<file path="config.mk">
export PLATFORM = sky130hd
export DESIGN_NAME = mutex_with_fifo_wait_queue_core
export DESIGN_NICKNAME = d
export VERILOG_FILES = /design/src/rtl/mwq_pkg.sv /design/src/rtl/mwq_ram.sv /design/src/rtl/mwq_ctrl.sv /design/src/rtl/mwq_dp.sv /design/src/rtl/mutex_with_fifo_wait_queue_core.sv
export SDC_FILE = /design/constraint.sdc
export NUM_CORES = 1
export LEC_CHECK = 0
export BUFFER_PORTS_ARGS = -buffer_cell sky130_fd_sc_hd__buf_4
export CAP_MARGIN = 20
export CORE_MARGIN = 3
export CORE_UTILIZATION = 60
export CTS_CLUSTER_DIAMETER = 200
export DETAILED_ROUTE_END_ITERATION = 12
export GPL_TIMING_DRIVEN = 1
export PLACE_DENSITY = 0.74
export SLEW_MARGIN = 20
export SYNTH_ARGS = -nofsm -noshare
export SYNTH_HDL_FRONTEND = slang
export SYNTH_SLANG_ARGS = --single-unit
</file>
<file path="constraint.sdc">
create_clock -name clk -period 4.2 [get_ports clk]
set_input_delay 0.84 -clock clk [delete_from_list [all_inputs] [get_ports clk]]
set_output_delay 0.84 -clock clk [all_outputs]
set_load 0.1 [all_outputs]
</file>
<file path="src/rtl/mwq_pkg.sv">
package mwq_pkg;

  localparam int NUM_LOCKS  = 3;
  localparam int WAIT_DEPTH = 16;

  localparam int LOCK_W   = 2;
  localparam int PID_W    = 8;
  localparam int STATUS_W = 3;
  localparam int IDX_W    = (NUM_LOCKS > 1) ? $clog2(NUM_LOCKS) : 1;
  localparam int PTR_W    = $clog2(WAIT_DEPTH);
  localparam int CNT_W    = $clog2(WAIT_DEPTH + 1);
  localparam int ADDR_W   = $clog2(NUM_LOCKS * WAIT_DEPTH);

  localparam int S_DATA_W = 16;
  localparam int M_DATA_W = 24;

  localparam logic [STATUS_W-1:0] ST_GRANTED   = 3'd0;
  localparam logic [STATUS_W-1:0] ST_BLOCKED   = 3'd1;
  localparam logic [STATUS_W-1:0] ST_FULL      = 3'd2;
  localparam logic [STATUS_W-1:0] ST_RELEASED  = 3'd3;
  localparam logic [STATUS_W-1:0] ST_HANDED    = 3'd4;
  localparam logic [STATUS_W-1:0] ST_NOT_OWNER = 3'd5;
  localparam logic [STATUS_W-1:0] ST_INVALID   = 3'd6;

  localparam logic ACT_WAIT   = 1'b0;
  localparam logic ACT_SIGNAL = 1'b1;

  typedef struct packed {
    logic load;
    logic exec;
    logic finish;
  } mwq_cmd_t;

  typedef struct packed {
    logic handover;
  } mwq_stat_t;

endpackage

</file>
<file path="src/rtl/mwq_ram.sv">
module mwq_ram #(
  parameter int WIDTH = 8,
  parameter int DEPTH = 16
) (
  input  logic                     clk,
  input  logic                     we,
  input  logic [$clog2(DEPTH)-1:0] waddr,
  input  logic [WIDTH-1:0]         wdata,
  input  logic [$clog2(DEPTH)-1:0] raddr,
  output logic [WIDTH-1:0]         rdata
);

  logic [WIDTH-1:0] mem [DEPTH];

  always_ff @(posedge clk) begin
    if (we) begin
      mem[waddr] <= wdata;
    end
    rdata <= mem[raddr];
  end

endmodule

</file>
<file path="src/rtl/mwq_ctrl.sv">
module mwq_ctrl (
  input  logic               clk,
  input  logic               rst,
  input  logic               s_axis_tvalid,
  output logic               s_axis_tready,
  output logic               m_axis_tvalid,
  input  logic               m_axis_tready,
  output mwq_pkg::mwq_cmd_t  cmd,
  input  mwq_pkg::mwq_stat_t stat
);

  import mwq_pkg::*;

  localparam logic [1:0] S_IDLE  = 2'd0;
  localparam logic [1:0] S_EXEC  = 2'd1;
  localparam logic [1:0] S_FETCH = 2'd2;

  logic [1:0] state;
  logic [1:0] state_next;
  logic       out_valid;
  logic       out_set;
  logic       out_free;

  assign out_free      = !out_valid || m_axis_tready;
  assign s_axis_tready = (state == S_IDLE);
  assign m_axis_tvalid = out_valid;

  always_comb begin
    state_next = state;
    cmd        = '0;
    out_set    = 1'b0;
    unique case (state)
      S_IDLE: begin
        if (s_axis_tvalid) begin
          cmd.load   = 1'b1;
          state_next = S_EXEC;
        end
      end
      S_EXEC: begin
        // wait for the result register to drain before touching lock state
        if (out_free) begin
          cmd.exec = 1'b1;
          if (stat.handover) begin
            state_next = S_FETCH;
          end else begin
            out_set    = 1'b1;
            state_next = S_IDLE;
          end
        end
      end
      S_FETCH: begin
        cmd.finish = 1'b1;
        out_set    = 1'b1;
        state_next = S_IDLE;
      end
      default: begin
        state_next = S_IDLE;
      end
    endcase
  end

  always_ff @(posedge clk) begin
    if (rst) begin
      state     <= S_IDLE;
      out_valid <= 1'b0;
    end else begin
      state <= state_next;
      if (out_set) begin
        out_valid <= 1'b1;
      end else if (m_axis_tready) begin
        out_valid <= 1'b0;
      end
    end
  end

endmodule

</file>
<file path="src/rtl/mwq_dp.sv">
module mwq_dp (
  input  logic                         clk,
  input  logic                         rst,
  input  logic                         action,
  input  logic [mwq_pkg::LOCK_W-1:0]   lock_id,
  input  logic [mwq_pkg::PID_W-1:0]    requester_pid,
  input  mwq_pkg::mwq_cmd_t            cmd,
  output mwq_pkg::mwq_stat_t           stat,
  output logic [mwq_pkg::STATUS_W-1:0] status,
  output logic [mwq_pkg::PID_W-1:0]    woken_pid,
  output logic [mwq_pkg::PID_W-1:0]    owner_after
);

  import mwq_pkg::*;

  logic              req_action;
  logic [LOCK_W-1:0] req_lk;
  logic [PID_W-1:0]  req_pid;

  logic              lock_held  [NUM_LOCKS];
  logic [PID_W-1:0]  lock_owner [NUM_LOCKS];
  logic [PTR_W-1:0]  queue_head [NUM_LOCKS];
  logic [PTR_W-1:0]  queue_tail [NUM_LOCKS];
  logic [CNT_W-1:0]  queue_count[NUM_LOCKS];

  logic                lk_ok;
  logic [IDX_W-1:0]    idx;
  logic                held;
  logic [PID_W-1:0]    owner;
  logic [PTR_W-1:0]    head;
  logic [PTR_W-1:0]    tail;
  logic [CNT_W-1:0]    cnt;
  logic [STATUS_W-1:0] decision;
  logic [PID_W-1:0]    owner_new;
  logic [ADDR_W-1:0]   base;
  logic                ram_we;
  logic [ADDR_W-1:0]   ram_waddr;
  logic [ADDR_W-1:0]   ram_raddr;
  logic [PID_W-1:0]    ram_rdata;

  function automatic logic [PTR_W-1:0] ring_next(input logic [PTR_W-1:0] p);
    ring_next = (p == PTR_W'(WAIT_DEPTH - 1)) ? '0 : p + 1'b1;
  endfunction

  assign lk_ok = ({1'b0, req_lk} < (LOCK_W + 1)'(NUM_LOCKS));
  assign idx   = lk_ok ? req_lk[IDX_W-1:0] : '0;
  assign held  = lock_held[idx];
  assign owner = lock_owner[idx];
  assign head  = queue_head[idx];
  assign tail  = queue_tail[idx];
  assign cnt   = queue_count[idx];
  assign base  = ADDR_W'(idx) * ADDR_W'(WAIT_DEPTH);

  always_comb begin
    decision  = ST_INVALID;
    owner_new = '0;
    if (lk_ok) begin
      owner_new = held ? owner : '0;
      if (req_action == ACT_WAIT) begin
        if (!held) begin
          decision  = ST_GRANTED;
          owner_new = req_pid;
        end else if (cnt == CNT_W'(WAIT_DEPTH)) begin
          decision = ST_FULL;
        end else begin
          decision = ST_BLOCKED;
        end
      end else begin
        if (!held || owner != req_pid) begin
          decision = ST_NOT_OWNER;
        end else if (cnt == '0) begin
          decision  = ST_RELEASED;
          owner_new = '0;
        end else begin
          decision = ST_HANDED;
        end
      end
    end
  end

  assign stat.handover = (decision == ST_HANDED);

  assign ram_we    = cmd.exec && (decision == ST_BLOCKED);
  assign ram_waddr = base + ADDR_W'(tail);
  assign ram_raddr = base + ADDR_W'(head);

  mwq_ram #(
    .WIDTH (PID_W),
    .DEPTH (NUM_LOCKS * WAIT_DEPTH)
  ) u_waiters (
    .clk   (clk),
    .we    (ram_we),
    .waddr (ram_waddr),
    .wdata (req_pid),
    .raddr (ram_raddr),
    .rdata (ram_rdata)
  );

  always_ff @(posedge clk) begin
    if (cmd.load) begin
      req_action <= action;
      req_lk     <= lock_id;
      req_pid    <= requester_pid;
    end
    if (cmd.exec && decision != ST_HANDED) begin
      status      <= decision;
      woken_pid   <= '0;
      owner_after <= owner_new;
    end
    if (cmd.finish) begin
      status      <= ST_HANDED;
      woken_pid   <= ram_rdata;
      owner_after <= ram_rdata;
    end
  end

  always_ff @(posedge clk) begin
    if (rst) begin
      for (int i = 0; i < NUM_LOCKS; i++) begin
        lock_held[i]   <= 1'b0;
        lock_owner[i]  <= '0;
        queue_head[i]  <= '0;
        queue_tail[i]  <= '0;
        queue_count[i] <= '0;
      end
    end else begin
      if (cmd.exec) begin
        case (decision)
          ST_GRANTED: begin
            lock_held[idx]  <= 1'b1;
            lock_owner[idx] <= req_pid;
          end
          ST_BLOCKED: begin
            queue_tail[idx]  <= ring_next(tail);
            queue_count[idx] <= cnt + 1'b1;
          end
          ST_RELEASED: begin
            lock_held[idx]  <= 1'b0;
            lock_owner[idx] <= '0;
          end
          ST_HANDED: begin
            queue_head[idx]  <= ring_next(head);
            queue_count[idx] <= cnt - 1'b1;
          end
          default: begin
          end
        endcase
      end
      // new owner arrives from the registered waiter memory read in the cycle after it
      if (cmd.finish) begin
        lock_owner[idx] <= ram_rdata;
      end
    end
  end

endmodule

</file>
<file path="src/rtl/mutex_with_fifo_wait_queue_core.sv">
// Each beat is accepted, then executed once the result register is free; a hand-over
// adds a fetch step for the registered waiter memory read before the result is set.
// The controller takes one request at a time through accept, execute and fetch
// steps, and it accepts no new beat until the current one is done.
// Reset (rst, synchronous): all locks free, queues empty, no result pending.
module mutex_with_fifo_wait_queue_core (
  input  logic                         clk,
  input  logic                         rst,
  input  logic                         s_axis_tvalid,
  output logic                         s_axis_tready,
  input  logic [mwq_pkg::S_DATA_W-1:0] s_axis_tdata,  // lock_id[1:0], requester_pid[9:2]
  input  logic [0:0]                   s_axis_tuser,  // action[0]
  output logic                         m_axis_tvalid,
  input  logic                         m_axis_tready,
  output logic [mwq_pkg::M_DATA_W-1:0] m_axis_tdata   // status[2:0], woken_pid[10:3],
                                                      // owner_after[18:11]
);

  import mwq_pkg::*;

  mwq_cmd_t            cmd;
  mwq_stat_t           stat;
  logic [STATUS_W-1:0] status;
  logic [PID_W-1:0]    woken_pid;
  logic [PID_W-1:0]    owner_after;

  mwq_ctrl u_ctrl (
    .clk           (clk),
    .rst           (rst),
    .s_axis_tvalid (s_axis_tvalid),
    .s_axis_tready (s_axis_tready),
    .m_axis_tvalid (m_axis_tvalid),
    .m_axis_tready (m_axis_tready),
    .cmd           (cmd),
    .stat          (stat)
  );

  mwq_dp u_dp (
    .clk           (clk),
    .rst           (rst),
    .action        (s_axis_tuser[0]),
    .lock_id       (s_axis_tdata[LOCK_W-1:0]),
    .requester_pid (s_axis_tdata[LOCK_W+PID_W-1:LOCK_W]),
    .cmd           (cmd),
    .stat          (stat),
    .status        (status),
    .woken_pid     (woken_pid),
    .owner_after   (owner_after)
  );

  assign m_axis_tdata = {5'b0, owner_after, woken_pid, status};

endmodule

</file>
==> impl_metrics.json <==
{
  "postRouteWirelength_mm": 45.88,
  "synthDistinctLibCells": 61,
  "via_count": 11770,
  "critPathRequiredTime_ns": 4.70,
  "max_clock_freq_mhz": 264.8,
  "n_antenna_cell": 0,
  "clk-insertion-delay-late_ns": 0.57,
  "share_comb_of_total_power_pct": 9.6,
  "m1WireLength_mm": 19.96,
  "tns_ns": 0,
  "worst_setup_slack_for_register_to_register_paths_ns": 0.42,
  "met2RoutedLength_mm": 21.37,
  "die-area_um2": 38650,
  "post_synth.cell_area_avg_um2": 16.92,
  "timing.critical_path.arrival_ns": 4.28,
  "outcome": "complete, no violations",
  "core-area_um2": 35660,
  "setup_viol_count_final": 0,
  "die_h_um": 196.6,
  "pwr-share-seq_pct": 52.7,
  "num-fill-cells": 2341,
  "final.period_utilization_pct": 89.93,
  "grt.total_usage_pct": 23.84,
  "total_switching_power_mw": 2.515,
  "final.setup_skew_ns": 0.01496,
  "finalWeightedCongestion": 0.8520,
  "antenna_violations_before_repair": 0,
  "routed.top_layer": "met4",
  "sequential_to_total_area_share_from_yosys_stat_pct": 70.03,
  "cts_tree": "built",
  "largest_net_degree_at_the_start_of_global_routing": 99,
  "cts.clk_slew.worst_paths_ns": 0.06,
  "grt_pass1_vias": 11470,
  "critPathMaxStageDelay_ns": 0.79,
  "cp_startpoint_kind": "flip-flop",
  "number_of_flops_mapped_to_enable_cells_by_yosys": 499,
  "detailedPlacementHpwl_mm": 28.49,
  "crit_path_max_fanout": 54,
  "final_layout_size_suffix_gt1_share_pct": 18.05,
  "postSynthCellCount": 1288,
  "firstDrtPassIters": 5,
  "remaining_drc_errors": 0,
  "min_path_type": "in -> reg",
  "worstSetupPathType": "reg -> reg",
  "worst_path_max_delay_cell": "mux4_4",
  "cellPowerDensity_nw_per_um2": 445.2,
  "synth_register_bits": 513,
  "synthToLayoutAreaGrowth_pct": 12.32,
  "total_of_max_cap_violations": 0,
  "ys.flop_type": "edfxtp_1",
  "routed_via_density": 6.207,
  "power.switching_fraction_pct": 23.07,
  "cts_inserted_buffers": 50,
  "crit_path_cell_trace": "inv_1 > ha_4 > buf_4 > mux4_4 > buf_12 > mux2i_1 > mux2i_1 > o22ai_1 > nor4_1 > buf_4 > o21a_1",
  "initial_core_utilization_pct": 61.13,
  "internal_power_mw": 8.385,
  "num-nets-final": 1427,
  "period_needed_ns": 3.777,
  "met3_wire_len_mm": 3.247,
  "dieWidth_um": 196.6,
  "clock-root-buffer": "clkbuf_16",
  "synthesis.area_um2": 21800,
  "cts_max_level": 2,
  "buffer_ports.inserted": 35,
  "fin_hold_ws_ns": 0.4398,
  "grt_overflow": 0,
  "grt_setup_unrepaired": "no",
  "cts.sink_count": 513,
  "vdd.ir_drop.worst_v": 0.0003310,
  "placementRows": 69,
  "number_of_buffers_inserted_by_post_cts_setup_repair": 0,
  "power.leakage_nw": 8.410,
  "yosys_warnings": 0,
  "clock_power_share_pct": 37.7,
  "worst_setup_path_end_kind": "flip-flop",
  "postSynth.asyncResetShare_pct": 0,
  "drt_first_iter_violations": 1103,
  "timing.max_slew.rel_slack_pct": 45.90,
  "io_pins": 47,
  "grt_first_pass_wirelength_mm": 69.26,
  "avgRoutedWirePerCell_um": 24.20,
  "final_slew_violations": 0,
  "cts.hold.buffers_added": 0,
  "timing_hold_violations_final": 0,
  "cts_buffer_depth": 3,
  "drtAntennaViolNets": 0,
  "slew_at_the_pin_closest_to_its_max_slew_limit_ns": 0.8085
}
## logic make-up (layout without fill, tap and decap cells)
logic type	after synthesis	count (layout)	synth area share [%]
DFF	513	513	70.03
muxes	274	274	15.96
and+or+nand+nor	247	247	6.217
AOI/OAI and AO/OA	135	135	4.248
buffers and inverters	93	236	2.262
xor gates and xnor gates	14	14	0.6314
adders and majority gates	11	11	0.6314
other	1	5	0.01721
## sequential cells by signal, summed over array words and instances, names as in the netlist
signal	cells
u_ctrl.m_axis_tvalid	1
u_ctrl.state	2
u_dp.lock_held	4
u_dp.lock_owner	32
u_dp.owner_after	8
u_dp.queue_count	20
u_dp.queue_head	16
u_dp.queue_tail	16
u_dp.req_action	1
u_dp.req_lk	2
u_dp.req_pid	8
u_dp.status	3
u_dp.u_waiters.mem	384
u_dp.u_waiters.rdata	8
u_dp.woken_pid	8
## power groups by stage
| stage | sequential [mW] | combinational [mW] | clock (mW) |
|---|---|---|---|
| 2_1_floorplan | 5.97 | 0.607 | 0 |
| 3_3_place_gp | 5.84 | 1.03 | 0 |
| 3_5_place_dp | 5.85 | 1.04 | 0 |
| 4_1_cts | 5.74 | 1.05 | 4.17 |
| 5_1_grt | 5.74 | 1.11 | 4.36 |
| 6_report | 5.74 | 1.05 | 4.11 |
## synthesized netlist by cell type, types with 3 or more instances
cell type | number | area [um2]
nor2_1 | 82 | 307.8
nand3_1 | 11 | 55.05
edfxtp_1 | 499 | 14980
a22o_1 | 8 | 70.07
o211ai_1 | 12 | 90.09
nand4_1 | 5 | 31.28
nand3b_1 | 3 | 22.52
nand2_1 | 22 | 82.58
a22oi_1 | 17 | 127.6
buf_4 | 14 | 105.1
dfxtp_1 | 14 | 280.3
buf_1 | 10 | 37.54
nor4_4 | 3 | 63.81
nor4_1 | 8 | 50.05
a21oi_1 | 17 | 85.08
or3_1 | 3 | 18.77
mux2i_1 | 218 | 2182
nor3_1 | 5 | 25.02
xnor2_1 | 11 | 96.34
nand2b_1 | 14 | 87.58
mux4_2 | 40 | 900.9
inv_1 | 15 | 56.30
and3_1 | 14 | 87.58
o21a_1 | 8 | 60.06
mux4_1 | 14 | 367.9
o21bai_1 | 12 | 90.09
or2_2 | 7 | 43.79
clkbuf_1 | 27 | 101.4
buf_2 | 22 | 110.1
nor3b_1 | 9 | 67.56
nor2b_1 | 38 | 237.7
o21ai_0 | 14 | 70.07
ha_1 | 11 | 137.6
buf_12 | 3 | 60.06
and2_1 | 15 | 93.84
o22ai_1 | 33 | 206.5
## repair_timing
item / in CTS / in global routing
resized for setup: 0 / 1
endpoints found under the hold margin: 0 / 0
setup endpoints to repair: 0 / 2
## area by class of cell
class	instances	area, um2	share of cell area (%)
Multi-Input combinational cell	686	6072	24.80
Clock inverter	21	121.4	0.4958
Clock buffer	71	1371	5.602
Inverter	15	56.30	0.2300
Sequential cell	513	15260	62.35
Tap cell	461	576.8	2.356
Timing Repair Buffer	129	1018	4.160
## layer usage
layer	track usage, %	vias up
met1	35.89	5964
met2	36.71	437
met3	3.436	89
li1	-	5279
met5	0	-
met4	7.893	0
## critical path, delay by kind of cell, from the launching register on
kind	cells	cell delay (ns)
buf+inv	4	0.94
compound gates	2	0.27
simple gates	1	0.34
fa+ha+maj	1	0.35
flops	1	0.44
mux	3	1.31
## final timing paths
path	to	start	depth (start not counted)
setup / recovery	u_dp.u_waiters.rdata[7]$_DFF_P_	u_dp.req_lk[1]$_DFFE_PP_	11
hold reg to reg	u_dp.status[1]$_SDFFE_PP0P_	u_dp.status[1]$_SDFFE_PP0P_	2
setup reg to reg	u_dp.u_waiters.rdata[7]$_DFF_P_	u_dp.req_lk[1]$_DFFE_PP_	11
hold / removal	u_dp.req_action$_DFFE_PP_	s_axis_tuser	1
## through the flow
stage	power, mW	std cells	area, um2	util, %	setup WS (ns)
6_report	10.90	1896	24480	68.66	0.4230
5_1_grt	11.22	1896	24480	68.66	0.1861
4_1_cts	10.96	1896	24470	68.63	0.2041
3_5_place_dp	6.892	1804	22980	64.45	0.2405
3_3_place_gp	6.872	1804	22980	64.45	0.2787
2_1_floorplan	6.580	1292	21810	-	0.5175
## layout by cell type (no fill, tap or decap), types with 15 or more instances in the layout
master,count
a21oi_1,17
a22oi_1,17
and2_1,15
buf_4,125
clkbuf_1,18
clkbuf_16,51
edfxtp_1,499
inv_1,15
mux2i_1,218
mux4_2,39
nand2_1,22
nor2_1,82
nor2b_1,38
o22ai_1,33
(Power assumes the default switching activity.)
